`config.mk`:
```
export PLATFORM = sky130hd
export DESIGN_NAME = decimal_list_parser_unit
export DESIGN_NICKNAME = d
export VERILOG_FILES = /design/src/rtl/core/dlp_pkg.sv /design/src/rtl/core/dlp_fifo.sv /design/src/rtl/core/dlp_front.sv /design/src/rtl/core/dlp_back.sv /design/src/rtl/core/decimal_list_parser_unit.sv
export VERILOG_INCLUDE_DIRS = /design/src /design/src/rtl/core
export SDC_FILE = /design/constraint.sdc
export NUM_CORES = 1
export LEC_CHECK = 0
export BUFFER_PORTS_ARGS = -buffer_cell sky130_fd_sc_hd__buf_2
export CORE_MARGIN = 2
export CORE_UTILIZATION = 40
export CTS_CLUSTER_SIZE = 8
export DETAILED_ROUTE_END_ITERATION = 7
export GPL_ROUTABILITY_DRIVEN = 0
export PLACE_DENSITY_LB_ADDON = 0.2
export SYNTH_ARGS = -nofsm -noshare
export SYNTH_HDL_FRONTEND = slang
export SYNTH_HIERARCHICAL = 1
export SYNTH_SLANG_ARGS = --single-unit
```
`constraint.sdc`:
```
create_clock -name clk -period 8.3 [get_ports clk]
set_clock_uncertainty 0.05 [all_clocks]
set_input_delay 1.245 -clock clk [delete_from_list [all_inputs] [get_ports clk]]
set_output_delay 1.245 -clock clk [all_outputs]
set_load 0.1 [all_outputs]
```
`src/rtl/core/decimal_list_parser_unit_macros.svh`:
```
// ---------------------------------------------------------------------------
// Assertion macros for the decimal list parser unit
// Concurrent clocked property checks; compiled out when ASSERT_OFF is set.
// ---------------------------------------------------------------------------
`ifndef DECIMAL_LIST_PARSER_UNIT_MACROS_SVH
`define DECIMAL_LIST_PARSER_UNIT_MACROS_SVH

`ifndef ASSERT_OFF

// Check a property on every rising clock edge outside reset.
`define DLP_ASSERT(lbl, clk, rst_n, prop, msg) \
	lbl: assert property (@(posedge clk) disable iff (!rst_n) (prop)) else $error(msg);

// Check that a condition leads to a consequence in the next cycle.
`define DLP_ASSERT_NEXT(lbl, clk, rst_n, ante, cons, msg) \
	lbl: assert property (@(posedge clk) disable iff (!rst_n) (ante) |=> (cons)) \
		else $error(msg);

`else

`define DLP_ASSERT(lbl, clk, rst_n, prop, msg)
`define DLP_ASSERT_NEXT(lbl, clk, rst_n, ante, cons, msg)

`endif

`endif

```
`src/rtl/core/dlp_pkg.sv`:
```
// ---------------------------------------------------------------------------
// Decimal list parser package
// Shared character codes, request and result types, configuration bundle.
// ---------------------------------------------------------------------------
package dlp_pkg;

	localparam logic [7:0] CH_TAB   = 8'h09;
	localparam logic [7:0] CH_CR    = 8'h0D;
	localparam logic [7:0] CH_SPACE = 8'h20;
	localparam logic [7:0] CH_PLUS  = 8'h2B;
	localparam logic [7:0] CH_COMMA = 8'h2C;
	localparam logic [7:0] CH_MINUS = 8'h2D;
	localparam logic [7:0] CH_ZERO  = 8'h30;
	localparam logic [7:0] CH_NINE  = 8'h39;

	localparam int unsigned VAL_W = 24;
	localparam int unsigned CNT_W = 12;
	localparam int unsigned MAG_W = 25;
	localparam logic [MAG_W-1:0] MAG_CAP = 25'h100_0000;

	localparam int unsigned RES_DEPTH = 4;
	localparam int unsigned RES_AW    = 2;
	localparam int unsigned RES_CW    = 3;

	localparam logic [1:0] REG_MIN_VALUE = 2'd0;
	localparam logic [1:0] REG_MAX_VALUE = 2'd1;
	localparam logic [1:0] REG_MAX_COUNT = 2'd2;

	typedef enum logic [1:0] {
		KIND_VALUE = 2'd0,
		KIND_DONE  = 2'd1,
		KIND_ERROR = 2'd2
	} kind_t;

	typedef struct packed {
		logic       is_end;
		logic       is_digit;
		logic [3:0] digit;
		logic       is_blank;
		logic       is_ws;
		logic       is_plus;
		logic       is_minus;
		logic       is_comma;
	} item_t;

	typedef struct packed {
		kind_t                    kind;
		logic signed [VAL_W-1:0]  value;
		logic [CNT_W-1:0]         count;
		logic                     last;
	} res_t;

	typedef struct packed {
		logic signed [VAL_W-1:0] min_value;
		logic signed [VAL_W-1:0] max_value;
		logic [CNT_W-1:0]        max_count;
	} cfg_t;

endpackage

```
`src/rtl/core/dlp_fifo.sv`:
```
// ---------------------------------------------------------------------------
// Decimal list parser request queue
// Small register FIFO with occupancy count; head data read directly.
// ---------------------------------------------------------------------------
module dlp_fifo #(
	parameter int WIDTH = 8,
	parameter int DEPTH = 2
) (
	input  logic             clk,
	input  logic             arst_n,
	input  logic             push,
	input  logic [WIDTH-1:0] wdata,
	output logic             full,
	input  logic             pop,
	output logic [WIDTH-1:0] rdata,
	output logic             empty
);

	localparam int AW = (DEPTH > 1) ? $clog2(DEPTH) : 1;
	localparam int CW = $clog2(DEPTH + 1);

	logic [WIDTH-1:0] mem_q [DEPTH];
	logic [AW-1:0]    wp_q;
	logic [AW-1:0]    rp_q;
	logic [CW-1:0]    cnt_q;
	logic             do_push;
	logic             do_pop;

	assign full    = (cnt_q == CW'(DEPTH));
	assign empty   = (cnt_q == '0);
	assign do_push = push && !full;
	assign do_pop  = pop && !empty;
	assign rdata   = mem_q[rp_q];

	always_ff @(posedge clk or negedge arst_n) begin
		if (!arst_n) begin
			wp_q  <= '0;
			rp_q  <= '0;
			cnt_q <= '0;
		end else begin
			if (do_push) begin
				wp_q <= (wp_q == AW'(DEPTH - 1)) ? '0 : wp_q + AW'(1);
			end
			if (do_pop) begin
				rp_q <= (rp_q == AW'(DEPTH - 1)) ? '0 : rp_q + AW'(1);
			end
			if (do_push && !do_pop) begin
				cnt_q <= cnt_q + CW'(1);
			end else if (do_pop && !do_push) begin
				cnt_q <= cnt_q - CW'(1);
			end
		end
	end

	always_ff @(posedge clk) begin
		if (do_push) begin
			mem_q[wp_q] <= wdata;
		end
	end

endmodule

```
`src/rtl/core/dlp_front.sv`:
```
// ---------------------------------------------------------------------------
// Decimal list parser front end
// Classifies each character request and queues it for the parse engine.
// ---------------------------------------------------------------------------
module dlp_front
	import dlp_pkg::*;
#(
	parameter int ITEM_DEPTH = 2
) (
	input  logic       clk,
	input  logic       arst_n,
	input  logic [7:0] ch,
	input  logic       is_end,
	input  logic       push,
	output logic       full,
	output item_t      item,
	output logic       item_valid,
	input  logic       item_take
);

	item_t      cls;
	logic [$bits(item_t)-1:0] rd_bits;
	logic       q_empty;

	always_comb begin
		cls.is_end   = is_end;
		cls.is_digit = (ch >= CH_ZERO) && (ch <= CH_NINE);
		cls.digit    = ch[3:0];
		cls.is_blank = (ch == CH_SPACE) || (ch == CH_TAB);
		cls.is_ws    = (ch == CH_SPACE) || ((ch >= CH_TAB) && (ch <= CH_CR));
		cls.is_plus  = (ch == CH_PLUS);
		cls.is_minus = (ch == CH_MINUS);
		cls.is_comma = (ch == CH_COMMA);
	end

	dlp_fifo #(
		.WIDTH ($bits(item_t)),
		.DEPTH (ITEM_DEPTH)
	) u_item_q (
		.clk    (clk),
		.arst_n (arst_n),
		.push   (push),
		.wdata  (cls),
		.full   (full),
		.pop    (item_take),
		.rdata  (rd_bits),
		.empty  (q_empty)
	);

	assign item       = item_t'(rd_bits);
	assign item_valid = !q_empty;

endmodule

```
`src/rtl/core/dlp_back.sv`:
```
// ---------------------------------------------------------------------------
// Decimal list parser engine
// Runs the list grammar on classified requests and queues up to two results per request.
// ---------------------------------------------------------------------------
`include "decimal_list_parser_unit_macros.svh"

module dlp_back
	import dlp_pkg::*;
(
	input  logic  clk,
	input  logic  arst_n,
	input  cfg_t  cfg,
	input  item_t item,
	input  logic  item_valid,
	output logic  item_take,
	output res_t  res,
	output logic  res_empty,
	input  logic  res_pop
);

	typedef enum logic [2:0] {
		PH_START  = 3'd0,
		PH_WS     = 3'd1,
		PH_SIGN   = 3'd2,
		PH_DIGITS = 3'd3,
		PH_AFTER  = 3'd4
	} phase_t;

	typedef enum logic [1:0] {
		H_RUN  = 2'd0,
		H_STOP = 2'd1,
		H_ERR  = 2'd2
	} halt_t;

	phase_t             ph_q, ph_d, bg_ph;
	halt_t              halt_q, halt_d;
	logic               neg_q, neg_d;
	logic [MAG_W-1:0]   mag_q, mag_d, mag_acc, bg_mag;
	logic [CNT_W-1:0]   vcnt_q, vcnt_d, vcnt_inc;
	logic               bg_err;

	logic [28:0]        prod;
	logic signed [25:0] sv;
	logic signed [25:0] lo_ext, hi_ext;
	logic               in_range;

	res_t               r0, r1, r_val, r_fin;
	logic [1:0]         n_res;
	logic               fin_emit, err_now;

	res_t               mem_q [RES_DEPTH];
	logic [RES_AW-1:0]  wp_q, rp_q;
	logic [RES_CW-1:0]  rcnt_q;
	logic               room;
	logic               do_pop;

	assign room      = (rcnt_q <= RES_CW'(RES_DEPTH - 2));
	assign item_take = item_valid && room;
	assign res_empty = (rcnt_q == '0);
	assign do_pop    = res_pop && !res_empty;
	assign res       = mem_q[rp_q];

	// times ten plus digit, saturating
	assign prod    = ({4'b0, mag_q} << 3) + ({4'b0, mag_q} << 1) + {25'b0, item.digit};
	assign mag_acc = (prod > {4'b0, MAG_CAP}) ? MAG_CAP : prod[MAG_W-1:0];

	assign sv       = neg_q ? (26'sd0 - $signed({1'b0, mag_q})) : $signed({1'b0, mag_q});
	assign lo_ext   = {{2{cfg.min_value[VAL_W-1]}}, cfg.min_value};
	assign hi_ext   = {{2{cfg.max_value[VAL_W-1]}}, cfg.max_value};
	assign in_range = (sv >= lo_ext) && (sv <= hi_ext);
	assign vcnt_inc = vcnt_q + CNT_W'(1);

	always_comb begin
		bg_mag = item.is_digit ? {21'b0, item.digit} : '0;
		bg_err = 1'b0;
		bg_ph  = ph_q;
		if (item.is_ws) begin
			bg_ph = PH_WS;
		end else if (item.is_plus || item.is_minus) begin
			bg_ph = PH_SIGN;
		end else if (item.is_digit) begin
			bg_ph = PH_DIGITS;
		end else begin
			bg_err = 1'b1;
		end
	end

	always_comb begin
		r_val.kind  = KIND_VALUE;
		r_val.value = sv[VAL_W-1:0];
		r_val.count = vcnt_q;
		r_val.last  = 1'b0;

		fin_emit = (halt_q == H_RUN) && (ph_q == PH_DIGITS) && in_range;
		err_now  = (halt_q == H_ERR) || ((halt_q == H_RUN) &&
			(((ph_q == PH_DIGITS) && !in_range) || (ph_q == PH_WS) || (ph_q == PH_SIGN)));

		r_fin.kind  = err_now ? KIND_ERROR : KIND_DONE;
		r_fin.value = '0;
		r_fin.count = err_now ? '0 : (fin_emit ? vcnt_inc : vcnt_q);
		r_fin.last  = 1'b1;

		ph_d   = ph_q;
		halt_d = halt_q;
		neg_d  = neg_q;
		mag_d  = mag_q;
		vcnt_d = vcnt_q;
		r0     = r_val;
		r1     = r_fin;
		n_res  = 2'd0;

		if (item.is_end) begin
			r0     = fin_emit ? r_val : r_fin;
			n_res  = fin_emit ? 2'd2 : 2'd1;
			ph_d   = PH_START;
			halt_d = H_RUN;
			neg_d  = 1'b0;
			mag_d  = '0;
			vcnt_d = '0;
		end else if (halt_q == H_RUN) begin
			case (ph_q)
				PH_WS: begin
					if (!item.is_ws) begin
						neg_d = item.is_minus;
						mag_d = bg_mag;
						ph_d  = bg_ph;
						if (bg_err) halt_d = H_ERR;
					end
				end
				PH_SIGN: begin
					if (item.is_digit) begin
						mag_d = bg_mag;
						ph_d  = PH_DIGITS;
					end else begin
						halt_d = H_ERR;
					end
				end
				PH_DIGITS: begin
					if (item.is_digit) begin
						mag_d = mag_acc;
					end else if (!in_range) begin
						halt_d = H_ERR;
					end else begin
						n_res  = 2'd1;
						vcnt_d = vcnt_inc;
						ph_d   = PH_AFTER;
						if (item.is_comma) begin
							ph_d = PH_START;
						end else if (!item.is_blank) begin
							halt_d = H_ERR;
						end
					end
				end
				PH_AFTER: begin
					if (item.is_comma) begin
						ph_d = PH_START;
					end else if (!item.is_blank) begin
						halt_d = H_ERR;
					end
				end
				default: begin
					if (!item.is_blank) begin
						if (vcnt_q >= cfg.max_count) begin
							halt_d = H_STOP;
						end else begin
							neg_d = item.is_minus;
							mag_d = bg_mag;
							ph_d  = bg_ph;
							if (bg_err) halt_d = H_ERR;
						end
					end
				end
			endcase
		end
	end

	always_ff @(posedge clk or negedge arst_n) begin
		if (!arst_n) begin
			ph_q   <= PH_START;
			halt_q <= H_RUN;
			neg_q  <= 1'b0;
			mag_q  <= '0;
			vcnt_q <= '0;
			wp_q   <= '0;
			rp_q   <= '0;
			rcnt_q <= '0;
		end else begin
			if (item_take) begin
				ph_q   <= ph_d;
				halt_q <= halt_d;
				neg_q  <= neg_d;
				mag_q  <= mag_d;
				vcnt_q <= vcnt_d;
				wp_q   <= wp_q + RES_AW'(n_res);
			end
			if (do_pop) begin
				rp_q <= rp_q + RES_AW'(1);
			end
			rcnt_q <= rcnt_q + (item_take ? RES_CW'(n_res) : '0) - (do_pop ? RES_CW'(1) : '0);
		end
	end

	always_ff @(posedge clk) begin
		if (item_take && (n_res != 2'd0)) begin
			mem_q[wp_q] <= r0;
		end
		if (item_take && (n_res == 2'd2)) begin
			mem_q[wp_q + RES_AW'(1)] <= r1;
		end
	end

	`DLP_ASSERT(a_resq_bound, clk, arst_n, rcnt_q <= RES_CW'(RES_DEPTH), "result queue overflow")
	`DLP_ASSERT_NEXT(a_end_clears, clk, arst_n, item_take && item.is_end, (ph_q == PH_START) && (halt_q == H_RUN) && (vcnt_q == '0), "terminator did not clear parse state")
	`DLP_ASSERT_NEXT(a_halt_quiet, clk, arst_n, item_take && !item.is_end && (halt_q != H_RUN), $stable(vcnt_q) && $stable(halt_q) && (rcnt_q <= $past(rcnt_q)), "halted parser changed state or queued a result")
	`DLP_ASSERT_NEXT(a_count_step, clk, arst_n, item_take && !item.is_end, (vcnt_q == $past(vcnt_q)) || (vcnt_q == $past(vcnt_q) + CNT_W'(1)), "value count jumped")

endmodule

```
`src/rtl/core/decimal_list_parser_unit.sv`:
```
// The results of an accepted request are written into the result queue, whose head drives the result ports.
// Throughput: one request per cycle; the engine pauses only while the result
// queue has fewer than two free entries, so it follows the result consumer.
// A request produces zero, one or two results (value, then final status).
// Reset (arst_n low, asynchronous) empties both queues, clears the parse state
// and loads the bounds with the full 24-bit range and the count limit with 4095.
// ---------------------------------------------------------------------------
// Decimal list parser unit
// Parses comma-separated signed decimal lists with range and count limits.
// ---------------------------------------------------------------------------
module decimal_list_parser_unit
	import dlp_pkg::*;
#(
	parameter int ITEM_DEPTH = 2
) (
	input  logic                    clk,
	input  logic                    arst_n,
	input  logic                    push,
	output logic                    full,
	input  logic [7:0]              ch,
	input  logic                    is_end,
	output logic                    empty,
	input  logic                    pop,
	output logic [1:0]              kind,
	output logic signed [VAL_W-1:0] value,
	output logic [CNT_W-1:0]        count,
	output logic                    last_of_run,
	input  logic                    wr_en,
	input  logic [1:0]              wr_idx,
	input  logic [VAL_W-1:0]        wr_data
);

	cfg_t  cfg_q;
	item_t item;
	logic  item_valid;
	logic  item_take;
	res_t  res;

	always_ff @(posedge clk or negedge arst_n) begin
		if (!arst_n) begin
			cfg_q.min_value <= 24'sh800000;
			cfg_q.max_value <= 24'sh7FFFFF;
			cfg_q.max_count <= 12'hFFF;
		end else if (wr_en) begin
			case (wr_idx)
				REG_MIN_VALUE: cfg_q.min_value <= wr_data;
				REG_MAX_VALUE: cfg_q.max_value <= wr_data;
				REG_MAX_COUNT: cfg_q.max_count <= wr_data[CNT_W-1:0];
				default: ;
			endcase
		end
	end

	dlp_front #(
		.ITEM_DEPTH (ITEM_DEPTH)
	) u_front (
		.clk        (clk),
		.arst_n     (arst_n),
		.ch         (ch),
		.is_end     (is_end),
		.push       (push),
		.full       (full),
		.item       (item),
		.item_valid (item_valid),
		.item_take  (item_take)
	);

	dlp_back u_back (
		.clk        (clk),
		.arst_n     (arst_n),
		.cfg        (cfg_q),
		.item       (item),
		.item_valid (item_valid),
		.item_take  (item_take),
		.res        (res),
		.res_empty  (empty),
		.res_pop    (pop)
	);

	assign kind        = res.kind;
	assign value       = res.value;
	assign count       = res.count;
	assign last_of_run = res.last;

endmodule

```
==> results of run 1 <==
## kinds of logic after synthesis
group | after synthesis | synth area share [%]
compound gates | 448 | 18.7
xor+xnor | 51 | 2.57
fa+ha+maj | 123 | 8.98
buf+inv | 221 | 5.22
flops | 292 | 41.6
mux | 117 | 10.1
simple gates | 414 | 12.8
## critical path, stage by stage (launching register included)
cell	delay (ps)
dfrtp_1	480
nor4_1	590
nand3_1	240
or2_2	360
or3_1	400
or2_2	320
o21ai_0	190
xor2_1	180
inv_1	150
ha_1	340
nand4_1	200
nor4_1	410
o311ai_0	190
nand4_1	140
mux2_2	360
or3_1	410
buf_4	250
nor3_2	170
buf_4	230
mux2_2	200
nand2_1	60
ha_1	290
inv_1	50
ha_1	120
inv_1	40
fa_1	370
xor2_1	160
xnor2_1	130
## layout by cell type (no fill, tap or decap), drive strengths merged, types with 66 or more instances in the layout
cell type	synthesis	layout
a22o	116	116
dfxtp	100	100
mux2	76	76
dfrtp	78	78
nand2	89	89
edfxtp	78	78
clkbuf	59	66
nand3	68	68
buf	36	105
ha	120	120
a21oi	71	71
inv	124	124
o21ai	82	82
## metrics by stage
step / util, % / hold WS (ps)
final: 45.4 / 403
after global routing: 45.4 / 432
after CTS: 45.4 / 409
after detailed placement: 42.6 / 402
after global placement: 42.6 / 382
after floorplan: - / 370
## report_power, final
group / total [mW] / switching, mW / leakage [nW] / internal (mW)
Clock: 1.57 / 0.622 / 0.577 / 0.947
Combinational: 2.44 / 1.67 / 4.79 / 0.770
Sequential: 1.87 / 0.190 / 2.92 / 1.68
## registers in the layout, indices dropped and copies added (netlist names), 3 cells and up
name	cells
cfg_q	60
u_back/mag_q	25
u_back/mem_q	156
u_back/ph_q	3
u_back/rcnt_q	3
u_back/vcnt_q	12
u_front/u_item_q/mem_q	22
## per-layer routing
| layer | vias up | track usage (%) |
|---|---|---|
| met5 | - | 0 |
| met4 | 0 | 6.08 |
| met3 | 66 | 2.84 |
| met2 | 419 | 32.7 |
| met1 | 6635 | 30.4 |
| li1 | 6437 | - |
## final timing paths
check / slack [ps] / startpoint / end
hold / removal: 400 / u_back/mem_q[1][0]$_SDFFE_PP1N_ / u_back/mem_q[1][0]$_SDFFE_PP1N_
hold reg to reg: 400 / u_back/mem_q[1][0]$_SDFFE_PP1N_ / u_back/mem_q[1][0]$_SDFFE_PP1N_
min in group asynchronous: 670 / arst_n / u_back/mag_q[23]$_DFFE_PN0P_
setup / recovery: 1080 / u_back/mag_q[2]$_DFFE_PN0P_ / u_back/rcnt_q[2]$_DFF_PN0_
setup reg to reg: 1080 / u_back/mag_q[2]$_DFFE_PN0P_ / u_back/rcnt_q[2]$_DFF_PN0_
max in group asynchronous: 6120 / arst_n / u_back/rp_q[0]$_DFFE_PN0P_
## layout make-up
cell class	count	area, um^2	area share [%]
clock buffer	66	1150	5.90
inverter	126	473	2.42
tap	585	732	3.75
multi-input combinational	1153	9250	47.4
sequential	292	7240	37.1
timing repair buffer	105	591	3.03
clock inverter	3	62.6	0.321
==> reports/summary.txt, run 1 <==
status: finished clean
total power: 5.88 mW
initial antenna violation count: 1
Antenna Nets Post-Route: 0
Cell Area, Synth: 0.0174 mm^2
antenna cells: 0
hold path cells: 2
Initial DRC Count: 1154
Syn Nets: 1829
top cells by area, synth: edfxtp_1 (13%), dfxtp_1 (12%), dfrtp_1 (11%), ha_1 (8.6%), a22o_1 (5.8%)
std cell rows: 76
Core ar.: 0.0430 mm^2
RSZ-0062 raised after global routing: no
Vias: 13557
placed inst area: 0.0183 mm^2
1st-pass router iterations: 6
metal3 WL: 2.56 mm
post-synthesis cell type count: 89
f_max: 0.138 GHz
first-pass GRT wire length: 74.9 mm
wire per inst: 20.2 um
layout cell share with drive strength beyond 1: 18.5%
vias in the first global route: 13308
Seq/Total Area, Yosys: 41.6%
worst path arrival time: 7590 ps
Post-DP HPWL: 33.7 mm
hold_buf cts: 0
final setup margin: 1080 ps
Root Driver: clkbuf_16
I/O pin count: 81
post-synth top area share: 13.5%
critical path peak fanout: 25
CP required: 8670 ps
wl on met1: 22.5 mm
cell taking the most area after synthesis: edfxtp_1
Worst Tran Pin Value: 1050 ps
Layout area overhead: 12.1%
Placed Cells: 2261
overflow left after global routing: 0
most frequent cells after synthesis: inv_1 (124), ha_1 (120), a22o_1 (116), dfxtp_1 (100), nand2_1 (88)
TritonCTS Buffers: 42
slew margin rel.: 29.7%
Setup crit start kind: flip-flop
Crit Path Category: reg -> reg
Via-to-Cell Ratio: 5.82
fin nets: 1883
Hold Fails Final Rpt: 0
CTS HTree Levels: 2
max layer used: met4
fin crit share: 87.0%
post-place setup slack: 1160 ps
met2 wire length: 21.0 mm
Post-synth ARST share: 39.0%
initial cell density of the core: 40.5%
Final Max Tran Viols: 0
# setup viols final: 0
total clock sinks: 292
Port Buffers: 80
die height: 213 um
FF+latch count, synth: 292
most numerous cell in the Yosys netlist: inv_1
Synth Flop Type: dfxtp_1
maximum vdd drop: 0.000153 V
EDFF count, synth: 78
Final Non-Filler Cells: 2330
Worst-Skew Late Latency: 540 ps
CTS Buffer Depth: 3
largest net degree at the start of global routing: 70
Post-Synthesis Cells: 1666
routed wire length: 47.1 mm
gr usage total: 21.0%
LEAKAGE: 8.29 nW
Reg2Reg Depth: 27
CTS clk-pin slew, worst paths: 50 ps
number of gates resized after cts: 0
Die X: 213 um
min Tclk post-route: 7220 ps
Max-Cap Viols: 0
PwrDens: 301 mW/mm^2
Setup Fix Bufs, Post-CTS: 0
syn_area_per_cell: 10.4 um^2
fillers: 4081
Min-Delay Path Class: reg -> reg
CTS tree: done
DRC: 0
fin area: 0.0195 mm^2
Crit. End Element: flip-flop
synth warn: 6
setup_tns: 0 ps
die area: 0.0452 mm^2
No activity file was read; power rests on OpenSTA's default activity.
==> inputs of run 2 (changes only) <==
--- a/config.mk
+++ b/config.mk
@@ -6,7 +6,7 @@
 export SDC_FILE = /design/constraint.sdc
 export NUM_CORES = 1
 export LEC_CHECK = 0
-export BUFFER_PORTS_ARGS = -buffer_cell sky130_fd_sc_hd__buf_2
+export BUFFER_PORTS_ARGS = -buffer_cell sky130_fd_sc_hd__buf_4
 export CORE_MARGIN = 2
 export CORE_UTILIZATION = 40
 export CTS_CLUSTER_SIZE = 8
==> run 2 against run 1 <==
  * Non-clock buffer count unchanged
  * Total power up 0.55%
  * Combinational power about the same
  * Register-to-register slack better by 30 ps
  * Clock power about the same
  * Critical path depth unchanged
  * Cell area up 0.98%
  * Die area unchanged
  * Worst hold slack better by 9.0 ps
  * Sequential share of layout area down 0.36 points
==> reports/summary.txt, run 2 (synthesis results as in run 1) <==
Port Buffers: 80
Largest delay share family, worst path: simple AND/OR/NAND/NOR gates
CTS Buffer Depth: 3
Initial DRC Count: 984
Die X: 213 um
Buf/Inv on CP: 5
Post-DP HPWL: 33.8 mm
vias in the first global route: 13555
worst reg-to-reg setup slack: 1110 ps
min Tclk post-route: 7190 ps
Reg2Reg Depth: 27
fin area: 0.0197 mm^2
hold_buf cts: 0
reg-to-reg critical path endpoint: u_back/rcnt_q[2]$_DFF_PN0_
slew margin rel.: 26.6%
Setup Fix Bufs, Post-CTS: 0
LEAKAGE: 8.33 nW
gr usage total: 21.4%
Multi-input gate area: 0.00925 mm^2
metal3 WL: 2.50 mm
die height: 213 um
Max-Cap Viols: 0
final setup margin: 1110 ps
RSZ-0062 raised after global routing: no
worst path arrival time: 7570 ps
CTS clk-pin slew, worst paths: 50 ps
total power: 5.91 mW
fillers: 4073
largest reg by FF count: u_back/mem_q
Hold Startpoint: u_back/mem_q[1][0]$_SDFFE_PP1N_
Root Driver: clkbuf_16
die area: 0.0452 mm^2
Layout area overhead: 13.2%
wire per inst: 20.3 um
CP max stage delay: 560 ps
maximum vdd drop: 0.000150 V
CP required: 8680 ps
routed wire length: 47.4 mm
PwrDens: 300 mW/mm^2
commonest non-fill, non-tap cell in the layout: inv_1
setup_tns: 0 ps
Worst-Skew Late Latency: 560 ps
Via-to-Cell Ratio: 5.79
number of gates resized after cts: 0
wl on met1: 22.6 mm
largest registers: u_back/mem_q (156), cfg_q (60), u_back/mag_q (25)
layout cell share with drive strength beyond 1: 18.4%
hold endpoint: u_back/mem_q[1][0]$_SDFFE_PP1N_
TritonCTS Buffers: 42
Hold Fails Final Rpt: 0
# setup viols final: 0
Antenna Nets Post-Route: 0
DRC: 0
Crit Path Category: reg -> reg
Setup crit start kind: flip-flop
overflow left after global routing: 0
fin crit share: 86.7%
first-pass GRT wire length: 76.4 mm
worst r2r src: u_back/mag_q[2]$_DFFE_PN0P_
initial antenna violation count: 0
placed inst area: 0.0185 mm^2
1st-pass router iterations: 5
I/O pin count: 81
storage element area: 0.00724 mm^2
CTS tree: done
most frequent cells in the layout: inv_1 (124), ha_1 (120), a22o_1 (116), buf_4 (105), dfxtp_1 (100)
initial cell density of the core: 40.5%
std cell rows: 76
Core ar.: 0.0430 mm^2
status: finished clean
post-place setup slack: 1190 ps
fin nets: 1883
f_max: 0.139 GHz
critical path peak fanout: 25
Final Max Tran Viols: 0
antenna cells: 0
Vias: 13508
CTS HTree Levels: 2
max layer used: met4
met2 wire length: 21.2 mm
hold path cells: 2
largest net degree at the start of global routing: 63
hold_ws: 412 ps
Crit. End Element: flip-flop
slowest CP cell: nor4_1
total clock sinks: 292
Largest register FFs: 156
Min-Delay Path Class: reg -> reg
Worst Tran Pin Value: 1100 ps
-- run 2: changes by cell type in the layout (fill, tap and decap cells not counted) --
cell      change
clkbuf_8      -1
clkbuf_1      +2
buf_2        -79
buf_4        +79
-- run 2: worst max path at each step --
stage / start / to / slack [ps] / depth (start not counted)
2_1_floorplan: u_back/mag_q[2]$_DFFE_PN0P_ / u_back/rcnt_q[2]$_DFF_PN0_ / 1760 / 27
3_3_place_gp: u_back/mag_q[2]$_DFFE_PN0P_ / u_back/rcnt_q[2]$_DFF_PN0_ / 1260 / 27
3_5_place_dp: u_back/mag_q[2]$_DFFE_PN0P_ / u_back/rcnt_q[2]$_DFF_PN0_ / 1190 / 27
4_1_cts: u_back/mag_q[2]$_DFFE_PN0P_ / u_back/rcnt_q[2]$_DFF_PN0_ / 1160 / 27
5_1_grt: u_back/mag_q[2]$_DFFE_PN0P_ / u_back/rcnt_q[2]$_DFF_PN0_ / 490 / 27
6_report: u_back/mag_q[2]$_DFFE_PN0P_ / u_back/rcnt_q[2]$_DFF_PN0_ / 1110 / 27
-- run 2: where the power goes --
| part | internal, mW | leakage [nW] | total, mW | switching [mW] |
|---|---|---|---|---|
| registers | 1.68 | 2.92 | 1.87 | 0.191 |
| logic | 0.803 | 4.84 | 2.46 | 1.66 |
| clock network | 0.941 | 0.572 | 1.57 | 0.630 |
-- run 2: worst min-delay path: cells and delay by family (launching register included) --
family	cells	cell delay [ps]
AO/OA/AOI/OAI	1	50
flip-flops	1	310
buffers and inverters	1	50
-- run 2: final cells by class --
class                      instances  share of cell area, %
multi-input combinational       1153                   47.0
sequential                       292                   36.8
clock buffer                      67                   5.81
timing repair buffer             105                   4.00
tap                              585                   3.72
inverter                         126                   2.40
clock inverter                     3                  0.318
-- run 2: through the flow --
| stage | util [%] | instances |
|---|---|---|
| global route | 45.8 | 2331 |
| detailed placement | 43.0 | 2261 |
| global placement | 43.0 | 2261 |
| finish | 45.8 | 2331 |
| CTS | 45.8 | 2331 |
| floorplan | - | 1666 |
-- run 2: per-layer routing --
metal  vias up  GRT usage (%)
met5         -              0
met4         0           6.44
met3        67           3.21
met2       418           33.0
met1      6584           30.9
li1       6439              -
